===== config.mk =====
export PLATFORM = sky130hd
export DESIGN_NAME = ack_timeout_tracker_core
export DESIGN_NICKNAME = d
export VERILOG_FILES = /design/src/rtl/att_pkg.sv /design/src/rtl/ack_timeout_tracker_core.sv
export SDC_FILE = /design/constraint.sdc
export NUM_CORES = 1
export LEC_CHECK = 0
export BUFFER_PORTS_ARGS = -buffer_cell sky130_fd_sc_hd__clkbuf_2
export CAP_MARGIN = 20
export CORE_UTILIZATION = 45
export DETAILED_ROUTE_END_ITERATION = 12
export SLEW_MARGIN = 30
export SYNTH_ARGS = -nofsm -noshare
export SYNTH_HDL_FRONTEND = slang
export SYNTH_SLANG_ARGS = --single-unit

===== constraint.sdc =====
create_clock -name clk -period 6.7 [get_ports clk]
set_input_delay 0 -clock clk [delete_from_list [all_inputs] [get_ports clk]]
set_output_delay 0 -clock clk [all_outputs]
set_load 0.03 [all_outputs]

===== src/rtl/att_pkg.sv =====
// att_pkg: shared types and fixed constants for the ack timeout tracker.
// No dependencies.
package att_pkg;

  localparam int PKT_W       = 16;
  localparam int CNT_W       = 16;
  localparam int OUT_SEQ_W   = 16;
  localparam int MAX_RESULTS = 16;
  localparam int RES_CNT_W   = $clog2(MAX_RESULTS + 1);
  localparam logic [CNT_W-1:0] TIMEOUT_RESET = 16'd100;

  typedef enum logic [1:0] {
    OP_SEND = 2'd0,
    OP_ACK  = 2'd1,
    OP_TICK = 2'd2
  } op_t;

  typedef enum logic [1:0] {
    OUT_SENT      = 2'd0,
    OUT_ACKED     = 2'd1,
    OUT_TIMED_OUT = 2'd2,
    OUT_REFUSED   = 2'd3
  } outcome_t;

endpackage


===== src/rtl/ack_timeout_tracker_core.sv =====
// ack_timeout_tracker_core: pending-ack table with per-slot timeout countdown.
// Depends on att_pkg.
//
// One item is taken at a time; in_ready is high only when the sequencer is
// idle. A send goes through S_SEND, an ack through S_ACK_RD and S_ACK_CHK
// when PENDING_DEPTH is a power of two, else first S_ACK_DIV (a reciprocal
// multiply gives the quotient) and S_ACK_REM (a multiply-subtract gives the
// slot); a tick scans the single slot memory one entry per cycle through its
// one read port. A result that out_ready holds back stalls any of them. A
// tick reports expiries in ascending slot order, at most sixteen per tick,
// the final one with out_last. No clearing pass is needed after reset.
module ack_timeout_tracker_core #(
  parameter int PENDING_DEPTH = 16,
  parameter int SEQ_BITS      = 16
) (
  input  logic        clk,
  input  logic        rst_n,
  // configuration
  input  logic        cfg_valid,
  output logic        cfg_ready,
  input  logic [15:0] cfg_timeout_ticks,
  // input items
  input  logic        in_valid,
  output logic        in_ready,
  input  logic [1:0]  in_operation,
  input  logic [15:0] in_ack_seq,
  input  logic [15:0] in_packet_id,
  // result items
  output logic        out_valid,
  input  logic        out_ready,
  output logic [1:0]  out_outcome,
  output logic [15:0] out_seq_number,
  output logic [15:0] out_result_packet,
  output logic        out_last
);

  localparam int IDXW = (PENDING_DEPTH > 1) ? $clog2(PENDING_DEPTH) : 1;
  localparam bit DEPTH_POW2 = (PENDING_DEPTH & (PENDING_DEPTH - 1)) == 0;
  localparam logic [IDXW-1:0] LAST_SLOT = IDXW'(PENDING_DEPTH - 1);
  localparam logic [SEQ_BITS-1:0] SEQ_MAX = '1;
  localparam int RW = att_pkg::RES_CNT_W;
  // ceil(2^(SEQ_BITS+IDXW) / depth): exact quotient for every SEQ_BITS-bit ack
  localparam int RSH = SEQ_BITS + IDXW;
  localparam logic [SEQ_BITS:0] RECIP = (SEQ_BITS + 1)'(((64'd1 << RSH) +
                                        64'(PENDING_DEPTH) - 64'd1) / 64'(PENDING_DEPTH));
  localparam logic [SEQ_BITS-1:0] DEPTH_S = SEQ_BITS'(PENDING_DEPTH);

  typedef enum logic [2:0] {
    S_IDLE,
    S_SEND,
    S_ACK_DIV,
    S_ACK_REM,
    S_ACK_RD,
    S_ACK_CHK,
    S_TICK,
    S_TICK_END
  } state_t;

  typedef struct packed {
    logic [SEQ_BITS-1:0]          seq;
    logic [att_pkg::PKT_W-1:0]    pkt;
    logic [att_pkg::CNT_W-1:0]    cnt;
  } slot_t;

  // slot memory
  slot_t              mem [PENDING_DEPTH];
  slot_t              rd_data_r;
  logic [IDXW-1:0]    rd_addr;
  logic               mem_we;
  logic [IDXW-1:0]    mem_waddr;
  slot_t              mem_wdata;

  state_t                      state_r, state_nxt;
  logic [15:0]                 timeout_r, timeout_nxt;
  logic [SEQ_BITS-1:0]         next_seq_r, next_seq_nxt;
  logic [IDXW-1:0]             next_slot_r, next_slot_nxt;
  logic [PENDING_DEPTH-1:0]    slot_valid_r, slot_valid_nxt;
  logic [att_pkg::PKT_W-1:0]   pkt_r, pkt_nxt;
  logic [SEQ_BITS-1:0]         ack_val_r, ack_val_nxt;
  logic [IDXW-1:0]             ack_rem_r, ack_rem_nxt;
  logic [SEQ_BITS-1:0]         quo_r, quo_nxt;
  logic [IDXW-1:0]             scan_r, scan_nxt;
  logic [RW-1:0]               res_cnt_r, res_cnt_nxt;
  logic                        hold_v_r, hold_v_nxt;
  logic [SEQ_BITS-1:0]         hold_seq_r, hold_seq_nxt;
  logic [att_pkg::PKT_W-1:0]   hold_pkt_r, hold_pkt_nxt;

  logic                        out_valid_r, out_valid_nxt;
  att_pkg::outcome_t           out_outcome_r, out_outcome_nxt;
  logic [15:0]                 out_seq_r, out_seq_nxt;
  logic [15:0]                 out_pkt_r, out_pkt_nxt;
  logic                        out_last_r, out_last_nxt;

  logic                        out_free;
  logic [SEQ_BITS-1:0]         ack_masked;
  logic [2*SEQ_BITS:0]         quo_prod;
  logic [SEQ_BITS-1:0]         rem_val;
  logic                        tick_expire;
  logic                        tick_stall;

  assign cfg_ready  = 1'b1;
  assign in_ready   = (state_r == S_IDLE);
  assign out_free   = !out_valid_r || out_ready;
  assign ack_masked = SEQ_BITS'(in_ack_seq);

  // slot of an ack for a depth that is not a power of two: quotient, then remainder
  assign quo_prod = (2*SEQ_BITS+1)'(ack_val_r) * (2*SEQ_BITS+1)'(RECIP);
  assign rem_val  = ack_val_r - quo_r * DEPTH_S;

  assign tick_expire = slot_valid_r[scan_r] && (rd_data_r.cnt <= 16'd1);
  assign tick_stall  = tick_expire && (res_cnt_r < RW'(att_pkg::MAX_RESULTS)) &&
                       hold_v_r && !out_free;

  always_comb begin
    case (state_r)
      S_TICK: begin
        if (tick_stall) begin
          rd_addr = scan_r;
        end else if (scan_r == LAST_SLOT) begin
          rd_addr = '0;
        end else begin
          rd_addr = scan_r + 1'b1;
        end
      end
      S_ACK_RD, S_ACK_CHK: rd_addr = ack_rem_r;
      default:             rd_addr = '0;
    endcase
  end

  always_comb begin
    state_nxt       = state_r;
    timeout_nxt     = timeout_r;
    next_seq_nxt    = next_seq_r;
    next_slot_nxt   = next_slot_r;
    slot_valid_nxt  = slot_valid_r;
    pkt_nxt         = pkt_r;
    ack_val_nxt     = ack_val_r;
    ack_rem_nxt     = ack_rem_r;
    quo_nxt         = quo_r;
    scan_nxt        = scan_r;
    res_cnt_nxt     = res_cnt_r;
    hold_v_nxt      = hold_v_r;
    hold_seq_nxt    = hold_seq_r;
    hold_pkt_nxt    = hold_pkt_r;
    out_valid_nxt   = out_valid_r && !out_ready;
    out_outcome_nxt = out_outcome_r;
    out_seq_nxt     = out_seq_r;
    out_pkt_nxt     = out_pkt_r;
    out_last_nxt    = out_last_r;
    mem_we          = 1'b0;
    mem_waddr       = next_slot_r;
    mem_wdata       = '{seq: next_seq_r, pkt: pkt_r, cnt: timeout_r};

    if (cfg_valid) begin
      timeout_nxt = cfg_timeout_ticks;
    end

    case (state_r)
      S_IDLE: begin
        if (in_valid) begin
          pkt_nxt     = in_packet_id;
          ack_val_nxt = ack_masked;
          case (att_pkg::op_t'(in_operation))
            att_pkg::OP_SEND: state_nxt = S_SEND;
            att_pkg::OP_ACK: begin
              if (DEPTH_POW2) begin
                ack_rem_nxt = IDXW'(ack_masked);
                state_nxt   = S_ACK_RD;
              end else begin
                state_nxt   = S_ACK_DIV;
              end
            end
            att_pkg::OP_TICK: begin
              scan_nxt    = '0;
              res_cnt_nxt = '0;
              hold_v_nxt  = 1'b0;
              state_nxt   = S_TICK;
            end
            default: state_nxt = S_IDLE;
          endcase
        end
      end

      S_SEND: begin
        if (out_free) begin
          out_valid_nxt = 1'b1;
          out_seq_nxt   = 16'(next_seq_r);
          out_pkt_nxt   = pkt_r;
          out_last_nxt  = 1'b1;
          if (slot_valid_r[next_slot_r]) begin
            out_outcome_nxt = att_pkg::OUT_REFUSED;
          end else begin
            out_outcome_nxt             = att_pkg::OUT_SENT;
            mem_we                      = 1'b1;
            slot_valid_nxt[next_slot_r] = 1'b1;
            next_seq_nxt                = next_seq_r + 1'b1;
            // slot index follows the sequence, and restarts when it wraps
            if (next_seq_r == SEQ_MAX || next_slot_r == LAST_SLOT) begin
              next_slot_nxt = '0;
            end else begin
              next_slot_nxt = next_slot_r + 1'b1;
            end
          end
          state_nxt = S_IDLE;
        end
      end

      S_ACK_DIV: begin
        quo_nxt   = SEQ_BITS'(quo_prod >> RSH);
        state_nxt = S_ACK_REM;
      end

      S_ACK_REM: begin
        ack_rem_nxt = IDXW'(rem_val);
        state_nxt   = S_ACK_RD;
      end

      S_ACK_RD: state_nxt = S_ACK_CHK;

      S_ACK_CHK: begin
        if (slot_valid_r[ack_rem_r] && rd_data_r.seq == ack_val_r) begin
          if (out_free) begin
            out_valid_nxt             = 1'b1;
            out_outcome_nxt           = att_pkg::OUT_ACKED;
            out_seq_nxt               = 16'(ack_val_r);
            out_pkt_nxt               = rd_data_r.pkt;
            out_last_nxt              = 1'b1;
            slot_valid_nxt[ack_rem_r] = 1'b0;
            state_nxt                 = S_IDLE;
          end
        end else begin
          state_nxt = S_IDLE;
        end
      end

      S_TICK: begin
        if (!tick_stall) begin
          mem_waddr = scan_r;
          mem_wdata = rd_data_r;
          if (slot_valid_r[scan_r]) begin
            if (!tick_expire) begin
              mem_we        = 1'b1;
              mem_wdata.cnt = rd_data_r.cnt - 1'b1;
            end else if (res_cnt_r < RW'(att_pkg::MAX_RESULTS)) begin
              // expiry goes to the hold stage; the one held before is not last
              if (hold_v_r) begin
                out_valid_nxt   = 1'b1;
                out_outcome_nxt = att_pkg::OUT_TIMED_OUT;
                out_seq_nxt     = 16'(hold_seq_r);
                out_pkt_nxt     = hold_pkt_r;
                out_last_nxt    = 1'b0;
              end
              hold_v_nxt             = 1'b1;
              hold_seq_nxt           = rd_data_r.seq;
              hold_pkt_nxt           = rd_data_r.pkt;
              res_cnt_nxt            = res_cnt_r + 1'b1;
              slot_valid_nxt[scan_r] = 1'b0;
            end else begin
              mem_we        = 1'b1;
              mem_wdata.cnt = '0;
            end
          end
          if (scan_r == LAST_SLOT) begin
            state_nxt = S_TICK_END;
          end else begin
            scan_nxt = scan_r + 1'b1;
          end
        end
      end

      S_TICK_END: begin
        if (!hold_v_r) begin
          state_nxt = S_IDLE;
        end else if (out_free) begin
          out_valid_nxt   = 1'b1;
          out_outcome_nxt = att_pkg::OUT_TIMED_OUT;
          out_seq_nxt     = 16'(hold_seq_r);
          out_pkt_nxt     = hold_pkt_r;
          out_last_nxt    = 1'b1;
          hold_v_nxt      = 1'b0;
          state_nxt       = S_IDLE;
        end
      end

      default: state_nxt = S_IDLE;
    endcase
  end

  always_ff @(posedge clk) begin
    if (mem_we) begin
      mem[mem_waddr] <= mem_wdata;
    end
    rd_data_r <= mem[rd_addr];
  end

  always_ff @(posedge clk) begin
    if (!rst_n) begin
      state_r      <= S_IDLE;
      timeout_r    <= att_pkg::TIMEOUT_RESET;
      next_seq_r   <= '0;
      next_slot_r  <= '0;
      slot_valid_r <= '0;
      hold_v_r     <= 1'b0;
      res_cnt_r    <= '0;
      out_valid_r  <= 1'b0;
    end else begin
      state_r      <= state_nxt;
      timeout_r    <= timeout_nxt;
      next_seq_r   <= next_seq_nxt;
      next_slot_r  <= next_slot_nxt;
      slot_valid_r <= slot_valid_nxt;
      hold_v_r     <= hold_v_nxt;
      res_cnt_r    <= res_cnt_nxt;
      out_valid_r  <= out_valid_nxt;
    end
    pkt_r         <= pkt_nxt;
    ack_val_r     <= ack_val_nxt;
    ack_rem_r     <= ack_rem_nxt;
    quo_r         <= quo_nxt;
    scan_r        <= scan_nxt;
    hold_seq_r    <= hold_seq_nxt;
    hold_pkt_r    <= hold_pkt_nxt;
    out_outcome_r <= out_outcome_nxt;
    out_seq_r     <= out_seq_nxt;
    out_pkt_r     <= out_pkt_nxt;
    out_last_r    <= out_last_nxt;
  end

  assign out_valid         = out_valid_r;
  assign out_outcome       = out_outcome_r;
  assign out_seq_number    = out_seq_r;
  assign out_result_packet = out_pkt_r;
  assign out_last          = out_last_r;

`ifndef ASSERT_OFF
  a_hold_only_in_tick: assert property (@(posedge clk) disable iff (!rst_n)
    hold_v_r |-> (state_r == S_TICK || state_r == S_TICK_END))
    else $error("held expiry outside a tick scan");

  a_res_cnt_cap: assert property (@(posedge clk) disable iff (!rst_n)
    res_cnt_r <= RW'(att_pkg::MAX_RESULTS))
    else $error("expiry count above limit");

  a_next_slot_range: assert property (@(posedge clk) disable iff (!rst_n)
    32'(next_slot_r) < PENDING_DEPTH)
    else $error("next slot index out of range");

  a_send_sets_valid: assert property (@(posedge clk) disable iff (!rst_n)
    (state_r == S_SEND && out_free && !slot_valid_r[next_slot_r])
    |=> slot_valid_r[$past(next_slot_r)])
    else $error("accepted send left its slot empty");

  a_ack_rem_range: assert property (@(posedge clk) disable iff (!rst_n)
    (state_r == S_ACK_RD) |-> (32'(ack_rem_r) < PENDING_DEPTH))
    else $error("ack slot remainder out of range");
`endif

endmodule


# After elaboration in Yosys (flattened, before gate mapping)
# Memories as Yosys holds them, arrays and structs flattened. A register that Yosys moved wholly into a read port is not among the register bits.
# Index checks and enable logic that the tools add are counted.
[word_totals]
output_inout_bits = 38
mem_bits_rw = 768
memories = 1
reg_bits = 169
[mem_list]
columns = ["name", "depth", "width", "rd", "rd_clocked_by_memory_dff", "wr", "line_no", "source"]
rows = [
  ["mem", 16, 48, 1, 1, 1, "ack_timeout_tracker_core.sv:66", "slot_t mem [PENDING_DEPTH];"],
]
[op_classes]
n_mux = 125
n_reduce_logical = 33
magnitude_cmp = 8
n_eq_ne = 29
add_sub_neg = 6
bitwise = 7
[ops]
columns = ["cell", "count"]
rows = [
  ["$mux 16", 31],
  ["$pmux 16 s4", 2],
  ["$mux 48", 2],
  ["$pmux 16 s3", 1],
  ["$mux 4", 11],
  ["$mux 1", 38],
  ["$and 16x16->16", 2],
  ["$not 16->16", 2],
  ["$mux 5", 6],
  ["$ne 2x2->1 const B", 14],
  ["$pmux 3 s8", 1],
  ["$pmux 4 s2", 3],
  ["$mux 2", 11],
  ["$mux 3", 6],
  ["$add 16x1->16 const B", 1],
  ["$eq 16x16->1", 1],
  ["$eq 16x16->1 const B", 1],
  ["$le 16x1->1 const B", 1],
  ["$or 16x16->16", 1],
  ["$sub 16x1->16 const B", 1],
  ["$lt 4x5->1 const B", 3],
  ["$reduce_and 7->1", 2],
  ["$bmux 1 s4", 3],
  ["$demux 1 s4", 3],
  ["34 further kinds", 61],
]

# Logic depth before layout (Yosys ltp)
[depth]
ltp_word = 11
mapped_depth = 15
mapped_depth_nobuf = 11

# Worst setup path before layout
# No wires, ideal clock.
[synth_path]
path_type = "reg-to-reg"
startpoint = "register scan_r[0]"
endpoint = "register out_outcome_r[0], in the netlist out_outcome[0], enable pin"
stages_incl_launch_ff = 11
synth_period_minus_slack_ps = 5139
arrival_ps = 4661
slack_ps = 1561
required_time_ps = 6223
n_path_buf = 2
path_cell_list = "edfxtp_1 clkbuf_1 nor2b_1 nand2_1 a41oi_1 or2_2 clkbuf_1 nor3_1 a21oi_1 o21bai_1 a21boi_0"
[synth_via]
elab_chain_len = 8
word_cells_on_any_way = 10
cone_classes = "3 x eq/ne; 2 x mux; 5 x reduce/logical"
[synth_rtl]
columns = ["element", "line_no", "source"]
rows = [
  ["start: declaration", "ack_timeout_tracker_core.sv:82", "logic [IDXW-1:0] scan_r, scan_nxt;"],
  ["start signal: assignment", "ack_timeout_tracker_core.sv:320", "scan_r <= scan_nxt;"],
  ["$bmux 1 s4 (*)", "ack_timeout_tracker_core.sv:110, ack_timeout_tracker_core.sv:240", ""],
  ["$mux 1 (not written as such) (*)", "ack_timeout_tracker_core.sv:110, ack_timeout_tracker_core.sv:240", ""],
  ["$logic_and 1x1->1", "ack_timeout_tracker_core.sv:110", "assign tick_expire = slot_valid_r[scan_r] && (rd_data_r.cnt <= 16'd1);"],
  ["$logic_and 1x1->1 (2 in series)", "ack_timeout_tracker_core.sv:111", "assign tick_stall = tick_expire && (res_cnt_r < RW'(att_pkg::MAX_RESULTS)) &&"],
  ["$logic_and 1x1->1", "ack_timeout_tracker_core.sv:112", "hold_v_r && !out_free;"],
  ["$ne 2x2->1 (no source line)", "-", ""],
  ["$reduce_and 11->1 (no source line) (*)", "-", ""],
  ["end signal: assignment", "ack_timeout_tracker_core.sv:323", "out_outcome_r <= out_outcome_nxt;"],
  ["end: declaration", "ack_timeout_tracker_core.sv:89", "att_pkg::outcome_t out_outcome_r, out_outcome_nxt;"],
]
# Mark *: on every way between the ends. The rest lies on a longest branch, timed or not. The select of a mux whose other input is x is not followed.
# A chain may end at the register's enable or synchronous reset.

# Worst setup path after layout
[layout_path]
startpoint = "register scan_r[3]"
endpoint = "memory mem[4][41] (netlist name), enable pin"
[layout_via]
elab_chain_len = 10
word_cells_on_any_way = 14
cone_classes = "10 x mux; 4 x reduce/logical"
[layout_rtl]
columns = ["element", "line_no", "source"]
rows = [
  ["$bmux 1 s4", "ack_timeout_tracker_core.sv:110, ack_timeout_tracker_core.sv:240", ""],
  ["$mux 1 (not written as such)", "ack_timeout_tracker_core.sv:110, ack_timeout_tracker_core.sv:240", ""],
  ["$logic_and 1x1->1", "ack_timeout_tracker_core.sv:110", ""],
  ["$logic_and 1x1->1 (2 in series)", "ack_timeout_tracker_core.sv:111", ""],
  ["$logic_and 1x1->1", "ack_timeout_tracker_core.sv:112", ""],
  ["$mux 1", "ack_timeout_tracker_core.sv:237", "if (!tick_stall) begin"],
  ["$pmux 1 s2", "ack_timeout_tracker_core.sv:158", "case (state_r)"],
  ["$mux 1", "ack_timeout_tracker_core.sv:290", "if (mem_we) begin"],
  ["$mux 1 (not written as such)", "ack_timeout_tracker_core.sv:291", "mem[mem_waddr] <= mem_wdata;"],
  ["end: declaration", "ack_timeout_tracker_core.sv:66", ""],
]
# Several ways; a longest one is shown, not always the timed one. The select of a mux whose other input is x is not followed.

==> results.txt <==
Final Hold Vio Count -> 0
Port-buffer cells -> 91
Filler Cells Inserted -> 7241
fin cells -> 4452
Rel. slew slack -> 32.07%
Die W -> 298.9 um
Worst Hold End -> ack_rem_r[0]
status -> finished clean
top cells by area, synth -> edfxtp_1 66%, nand2_1 6.4%, dfxtp_1 5.6%
largest net degree at the start of global routing -> 225
Post-Syn Instances -> 3113
Arrival @ worst endpoint -> 5120 ps
RePlAce Congestion -> 0.8993
register area share after synthesis -> 71.78%
yosys warns -> 0
area grow syn2layout -> 14.17%
Crit Reg-Reg Startpoint -> scan_r[3]
Seq cells post-synth -> 985
CP Class -> reg -> reg
clock slew at reported path FFs -> 60 ps
Pwr Total -> 14.12 mW
share of the clock period used by the worst path -> 71.54%
Sum Neg Setup Slack -> 0 ps
# IOs -> 93
ratio of cells with drive above 1 in the final layout -> 10.49%
Distinct cells, synth -> 65
Layout Utilization -> 52.05%
initial antenna violation count -> 0
worst reg2reg endpoint -> mem[4][41]
# H-tree levels -> 3
pwr/cell area -> 311.6 nW/um^2
Final min period -> 4793 ps
setup slack, reg-to-reg -> 1910 ps
syn nets -> 3183
1st-iter DRT viols -> 2611
root buffer cell -> clkbuf_16
Core Area -> 87020 sq um
latest clock arrival within the worst-skew pair -> 660 ps
hold_buf cts -> 74
TritonCTS clock tree -> built
Initial Util -> 45.59%
fin nets -> 3290
Routed WL -> 107000 um
Vias/cell -> 5.939
total global-route track usage -> 23.63%
RSZ-0062 raised after global routing -> false
height of the die -> 298.9 um
CP Capture Type -> flip-flop
Critical Path RT -> 7030 ps
prevailing post-synth register cell -> edfxtp_1
Row Count -> 108
Slew Limit Fails -> 0
EDFF count, synth -> 875
Post-CTS Setup Bufs -> 0
setup violators final -> 0
CP Max Fanout -> 32
HP Class -> in -> reg
Final Skew -> 21.48 ps
Die Area -> 89350 sq um
vias in the first global route -> 25732
Synth top area share -> 66.23%
TritonCTS sink count -> 985
post-route ant nets -> 0
worst hold stages -> 4
Post-Syn Area -> 39670 sq um
drt wl/cell -> 24.03 um
Max Fclk -> 208.6 MHz
first-pass GRT wire length -> 160300 um
hold_sp -> in_operation[0]
Worst-Margin Slew -> 1019 ps
Min Hold Slack -> 33.30 ps
CTS Buffer Depth -> 3
GRT overflow -> 0
Resized Gates After CTS -> 0
Avg Cell Area, Syn -> 12.74 sq um
Leak -> 14.61 nW
Detailed Place HPWL -> 60880 um
CP startpoint kind -> flip-flop
number of max-cap violations -> 0
n_diodes -> 0
placed cells -> 4200
total CTS buffers -> 97
reg2reg path depth -> 11
ys async rst share -> 0%
DR pass1 iterations -> 5
Synth area leader -> edfxtp_1
DRC -> 0
Max VDD drop -> 0.0002048 V
via count -> 26439
==> layout by cell type, fill, tap and decap left out, types with 7 or more instances in the layout <==
| master | n |
|---|---|
| and3_1 | 7 |
| xnor2_1 | 22 |
| clkinv_1 | 7 |
| a22oi_1 | 280 |
| buf_12 | 11 |
| nor4_1 | 7 |
| buf_4 | 47 |
| nor2_4 | 21 |
| a211oi_1 | 18 |
| edfxtp_1 | 875 |
| nor2b_1 | 12 |
| a21oi_1 | 425 |
| dlygate4sd3_1 | 74 |
| nand3_1 | 84 |
| nand4_1 | 18 |
| mux2i_1 | 27 |
| o21ai_0 | 59 |
| clkbuf_2 | 91 |
| nor2_1 | 69 |
| xor2_1 | 14 |
| clkinv_2 | 12 |
| nand2_1 | 673 |
| nor3_1 | 25 |
| inv_1 | 13 |
| clkbuf_8 | 9 |
| clkbuf_16 | 100 |
| clkbuf_1 | 36 |
| ha_1 | 15 |
| mux4_2 | 10 |
| dfxtp_1 | 109 |
| a31oi_1 | 14 |
==> routing by layer <==
layer  routed length (um)  vias up  GRT usage, %
li1                     -    11824             -
met1                46010    13404         33.51
met2                50640     1074         38.03
met3                 8115      137         3.431
met4                 2217        0         6.657
met5                    0        -             0
==> cells by family (layout without fill, tap and decap cells) <==
group           after synthesis  count (layout)  synth area share (%)
flops                       985             985                 71.78
simple gates                957             957                 9.969
compound gates              844             844                 12.94
buf+inv                     231             415                 2.583
mux                          44              44                 1.454
xor+xnor                     36              36                0.7947
fa+ha+maj                    15              15                0.4731
other cells                   1               1              0.009452
==> synthesized netlist by cell type (all sizes together) (2+ instances only) <==
library cell	number
a221oi	6
nor2b	13
nand3	84
o21a	6
and2	5
a41oi	4
buf	109
nand4	18
nor3	28
xnor2	22
inv	14
a21oi	426
a211oi	18
o31a	3
edfxtp	875
ha	15
and4b	2
or3	6
clkbuf	108
nand2b	4
o31ai	2
mux2	6
nor2	95
or2	2
a32oi	4
nand3b	3
and3	7
mux4	10
a22oi	280
nor4	9
xor2	14
a31oi	16
nand2	674
a21o	4
nor3b	2
or4	2
dfxtp	110
mux2i	28
o21ai	64
==> worst max-delay path by stage <==
stage / start / depth (start not counted) / slack (ps) / endpoint
after floorplan: scan_r[0] / 10 / 1560 / out_outcome[0]
after global placement: scan_r[3] / 11 / 2040 / mem[4][1]
after detailed placement: scan_r[3] / 11 / 1940 / mem[4][8]
after CTS: scan_r[3] / 11 / 1920 / mem[4][2]
after global routing: scan_r[3] / 11 / 1590 / mem[4][41]
final: scan_r[3] / 11 / 1910 / mem[4][41]
==> stage by stage <==
stage,worst slack (ps),instance area [sq um]
after floorplan,1561,39670
after global placement,2042,41370
after detailed placement,1937,41410
after CTS,1916,45220
after global routing,1589,45290
final,1907,45290
==> critical path, cell delays in order (launching register included) <==
cell and delay (ps):
edfxtp_1 940, mux2i_1 290, nand3_1 120, a41oi_1 350, or4b_1 480, nand2_2 440
buf_4 400, o21ai_0 110, o21ai_0 100, buf_4 200, nor2_4 670, buf_12 320
==> sequential cells by signal (all words and copies together), names as in the netlist <==
| register | count |
|---|---|
| hold_v_r | 1 |
| ack_val_r | 16 |
| pkt_r | 16 |
| out_valid | 1 |
| res_cnt_r | 5 |
| hold_pkt_r | 16 |
| out_seq_number | 16 |
| scan_r | 4 |
| out_outcome | 2 |
| ack_rem_r | 4 |
| next_slot_r | 4 |
| next_seq_r | 16 |
| out_last | 1 |
| out_result_packet | 16 |
| timeout_r | 16 |
| hold_seq_r | 16 |
| state_r | 3 |
| slot_valid_r | 16 |
| mem | 768 |
| rd_data_r | 48 |
==> cell type report <==
type / instances / area (sq um) / area share, %
sequential: 985 / 28480 / 62.88
timing repair buffer: 225 / 1812 / 4.000
inverter: 14 / 53.80 / 0.1188
multi-input combinational: 1897 / 10440 / 23.04
clock inverter: 31 / 306.5 / 0.6768
tap: 1155 / 1445 / 3.191
clock buffer: 145 / 2761 / 6.097
==> power by group <==
part | leakage [nW] | internal (mW) | switching [mW]
Clock | 1.48 | 3.01 | 2.27
Combinational | 4.42 | 0.506 | 1.10
Sequential | 8.71 | 6.96 | 0.282
Total | 14.6 | 10.5 | 3.65
(Power assumes the default switching activity.)
